==> src/hdl/sgsp_ram.sv <==
// Generic single-port-write, single-port-read RAM with registered read data.
// No dependencies.
module sgsp_ram #(
   parameter int unsigned WIDTH = 8,
   parameter int unsigned DEPTH = 16,
   parameter int unsigned AW    = (DEPTH > 1) ? $clog2(DEPTH) : 1
) (
   input  logic             clock,
   input  logic             wr_en,
   input  logic [AW-1:0]    wr_addr,
   input  logic [WIDTH-1:0] wr_data,
   input  logic [AW-1:0]    rd_addr,
   output logic [WIDTH-1:0] rd_data
);

   logic [WIDTH-1:0] mem_ff [DEPTH];
   logic [WIDTH-1:0] rd_data_ff;

   // write port and registered read port
   always_ff @(posedge clock) begin
      if (wr_en) begin
         mem_ff[wr_addr] <= wr_data;
      end
      rd_data_ff <= mem_ff[rd_addr];
   end

   assign rd_data = rd_data_ff;

endmodule

==> config.mk <==
export PLATFORM = sky130hd
export DESIGN_NAME = sgsp_ram
export DESIGN_NICKNAME = d
export VERILOG_FILES = /design/src/hdl/sgsp_ram.sv
export SDC_FILE = /design/constraint.sdc
export NUM_CORES = 1
export LEC_CHECK = 0
export ABC_AREA = 1
export BUFFER_PORTS_ARGS = -buffer_cell sky130_fd_sc_hd__buf_2
export CAP_MARGIN = 20
export CELL_PAD_IN_SITES_DETAIL_PLACEMENT = 2
export CELL_PAD_IN_SITES_GLOBAL_PLACEMENT = 2
export CORE_ASPECT_RATIO = 0.5
export CORE_UTILIZATION = 43
export DETAILED_ROUTE_END_ITERATION = 8
export PLACE_DENSITY_LB_ADDON = 0.1
export SYNTH_ARGS = -nofsm -noshare
export SYNTH_HDL_FRONTEND = slang
export SYNTH_SLANG_ARGS = --single-unit
==> constraint.sdc <==
create_clock -name clock -period 2.56 [get_ports clock]
set_input_delay 0 -clock clock [delete_from_list [all_inputs] [get_ports clock]]
set_output_delay 0 -clock clock [all_outputs]
set_load 0.02 [all_outputs]
# Yosys cells after proc, flatten, opt, wreduce, memory -nomap -nowiden
# Memory sizes are Yosys's and may differ from the RTL's. A register that Yosys moved wholly into a read port is not among the register bits.
# Cells that the tools add are included.
dict set report totals {
  reg_bits 0
  ram_bits 128
  input_bits 18
  output_inout_bits 8
  wordCells 3
  mem_count 1
}
# memory depth word_bits read_ports rd_clocked_by_memory_dff wr line_no
set memory_table {}
lappend memory_table {mem_ff 16 8 1 1 1 16} ;# logic [WIDTH-1:0] mem_ff [DEPTH];
dict set report classes {
  mux 2
}
# cell n
set ops {}
lappend ops {{$mux 1} 2}

# Longest topological paths before layout
dict set report logic_depth {
  word_depth 2
  ltp_mapped 8
  depth_no_buf 7
}

# Worst setup path before layout
# No wires, ideal clock.
dict set report synth_path {
  path_kind {input to register}
  start {input port wr_addr[2]}
  end {memory mem_ff[10][0] (enable)}
  setup_ns 0.370
  t_arrival_ns 0.581
  required_ns 2.190
  path_slack_ns 1.609
  cell_stages 2
  path_buffers 0
  path_cell_list {nand3b_1 > nor2_1}
}
# item line_no
set synth_lines {}
lappend synth_lines {{from (decl)} 10} ;# input logic [AW-1:0] wr_addr,
lappend synth_lines {{to (decl)} 16}
# No word-level cell before the write port.

==> impl_metrics.env <==
export IMPL_status="finished, final reports clean"
export IMPL_power_frac_comb_pct=6.5
export IMPL_switching_share_pct=23.4
export IMPL_powerDensity_nw_per_um2=835
export IMPL_crit_family="simple AND/OR/NAND/NOR gates"
export IMPL_slowest_stage="edfxtp_1"
export IMPL_hpwl_mm=11.5
export IMPL_rsz0062_at_grt="false"
export IMPL_synth_cell_area_um2=5770
export IMPL_max_slew_worst_pin_slew_ns=1.00
export IMPL_fmax_mhz=782
export IMPL_post_place_ws_ns=1.07
export IMPL_clk_pin_slew_ns=0.08
export IMPL_num_rows=29
export IMPL_syn_inst=551
export IMPL_dieArea_um2=13900
export IMPL_p_sw_mw=1.29
export IMPL_drive_gt1_share_pct=10.2
export IMPL_nNetsFinal=593
export IMPL_first_pass_iters=5
export IMPL_crit_path_max_incr_delay_ns=0.48
export IMPL_slew_viol_final=0
export IMPL_setup_violations=0
export IMPL_cp_cell_sequence="inv_1, nand2_1, nand3_1, nand3_1, nand3_1, nand2_1"
export IMPL_stdcell_area_um2=6620
export IMPL_drt_vias_per_instance=5.32
export IMPL_path_common_cell="nand3_1"
export IMPL_grt_pass1_vias=4667
export IMPL_dieHeight_um=83.9
export IMPL_seqPwrFrac_pct=45.4
export IMPL_cp_required_ns=2.87
export IMPL_cts_tree="built"
export IMPL_synth_nets=569
export IMPL_postLayoutCoreUtil_pct=51.4
export IMPL_synth_seq_cells=136
export IMPL_fin_tns_setup_ns=0
export IMPL_drtIter0Drc=285
export IMPL_clock_path_buffers=2
export IMPL_period_minus_slack_ns=1.28
export IMPL_pin_count=26
export IMPL_cellInternalPower_mw=4.23
export IMPL_vias=4034
export IMPL_reg2reg_slack_ns=1.28
export IMPL_fin_skew_ns=0.0193
export IMPL_min_delay_path_class="in -> reg"
export IMPL_cp_num_buf_inv=1
export IMPL_root_buffer="clkbuf_16"
export IMPL_drt_total_wl_mm=19.3
export IMPL_cts_made_buffers=17
export IMPL_ant_nets=0
export IMPL_ys_types=12
export IMPL_fp_coreArea_um2=12900
export IMPL_cp_start_kind="flip-flop"
export IMPL_grt_pass1_wl_mm=29.1
export IMPL_critical_path_arrival_ns=1.59
export IMPL_maxCapViolCount=0
export IMPL_cts_htree_levels=4
export IMPL_cts_sink_count=136
export IMPL_endpoint_kind="flip-flop"
export IMPL_start_util_pct=44.8
export IMPL_clk_latency_ns=0.43
export IMPL_worstPathMaxFanout=1
export IMPL_crit_type="reg -> reg"
export IMPL_syn_area_per_cell_um2=10.5
export IMPL_grt_usage_pct=30.0
export IMPL_port_buffers=25
export IMPL_seq_area_frac_synth_pct=69.4
export IMPL_fin_crit_sh_pct=50.0
export IMPL_holdWs_ns=0.00829
export IMPL_p_leak_nw=2.84
export IMPL_syn_to_final_growth_pct=14.8
export IMPL_layout_setup_ws_ns=1.28
export IMPL_grt_overflow=0
export IMPL_placedInstanceArea_um2=5990
export IMPL_post_route_drc_count=0
export IMPL_pwr_share_clk_pct=48.1
export IMPL_grt_antenna_before_repair=1
export IMPL_chipWidth_um=166
export IMPL_yosys_warnings=0
export IMPL_slew_headroom_pct=33.1
export IMPL_diodes=0
export IMPL_ir_drop_mv=0.421
export IMPL_grt_max_degree=65
export IMPL_place_congestion=0.778
export IMPL_nFillCells=1339
export IMPL_finalHoldViolCount=0
export IMPL_wl_per_cell_um=25.5
-- final timing paths --
check,depth (start not counted),startpoint,endpoint
setup reg to reg,6,mem_ff[7][0],rd_data[0]
hold reg to reg,6,mem_ff[10][7],rd_data[7]
setup / recovery,6,mem_ff[7][0],rd_data[0]
hold / removal,1,wr_data[1],mem_ff[1][1]
-- flip-flops by register name, indices dropped and copies added (netlist names) --
| register | count |
|---|---|
| mem_ff | 128 |
| rd_data | 8 |
-- metrics by stage --
step                cells  power (mW)
finish                758        5.52
global route          758        5.67
CTS                   758        5.56
detailed placement    725        2.90
global placement      725        2.88
floorplan             551        2.74
-- cell type report --
cell class / count / area [µm²] / area share [%]
clock buffers: 20 / 447 / 6.75
clock inverters: 12 / 176 / 2.67
inverters: 102 / 383 / 5.78
multi-input cells: 289 / 1210 / 18.3
flip-flops and latches: 136 / 4000 / 60.5
well taps: 170 / 213 / 3.21
repair buffers: 29 / 183 / 2.76
-- power by group through the flow --
stage | Clock [mW] | Combinational [mW] | Sequential (mW)
detailed placement | 0 | 0.345 | 2.55
floorplan | 0 | 0.176 | 2.57
finish | 2.66 | 0.357 | 2.51
CTS | 2.69 | 0.359 | 2.51
global route | 2.77 | 0.386 | 2.51
global placement | 0 | 0.328 | 2.55
-- cells in the mapped netlist --
library cell | n | share of area, %
nand2_1 | 173 | 11
edfxtp_1 | 128 | 67
inv_1 | 100 | 6.5
nand3_1 | 97 | 8.4
nor2_1 | 17 | 1.1
buf_2 | 13 | 1.1
dfxtp_1 | 8 | 2.8
buf_6 | 6 | 1.2
buf_4 | 4 | 0.52
inv_2 | 2 | 0.13
nand3b_1 | 2 | 0.26
buf_1 | 1 | 0.065
-- layout by cell type (no fill, tap or decap) --
cell type,n
nand2_1,173
buf_4,1
dlygate4sd3_1,1
clkbuf_1,2
buf_2,25
inv_1,100
bufinv_16,4
buf_12,2
clkbuf_16,17
clkinv_4,3
inv_2,2
nor2_1,17
clkbuf_8,1
edfxtp_1,128
dfxtp_1,8
clkinvlp_4,2
nand3_1,97
nand3b_1,2
clkinv_2,3
-- per-layer routing --
metal  wire (µm)  GRT usage, %  vias to the layer above
met2        9270          50.3                      132
met5           0             0                        -
li1            -             -                     1821
met1        8150          38.6                     2053
met4         422          11.6                        0
met3        1470          6.12                       28
-- repair_timing --
action / in CTS / in global routing
buffers inserted: 0 / 0
gates resized for setup: 0 / 0
hold endpoints to repair: 7 / 0
hold buffers: 1 / 0
-- logic make-up (layout without fill, tap and decap cells) --
family	after synthesis	after routing	share of synthesized area [%]
simple gates	289	289	21.0
flops	136	136	69.4
buf+inv	126	163	9.52
No activity file was read; power rests on OpenSTA's default activity.
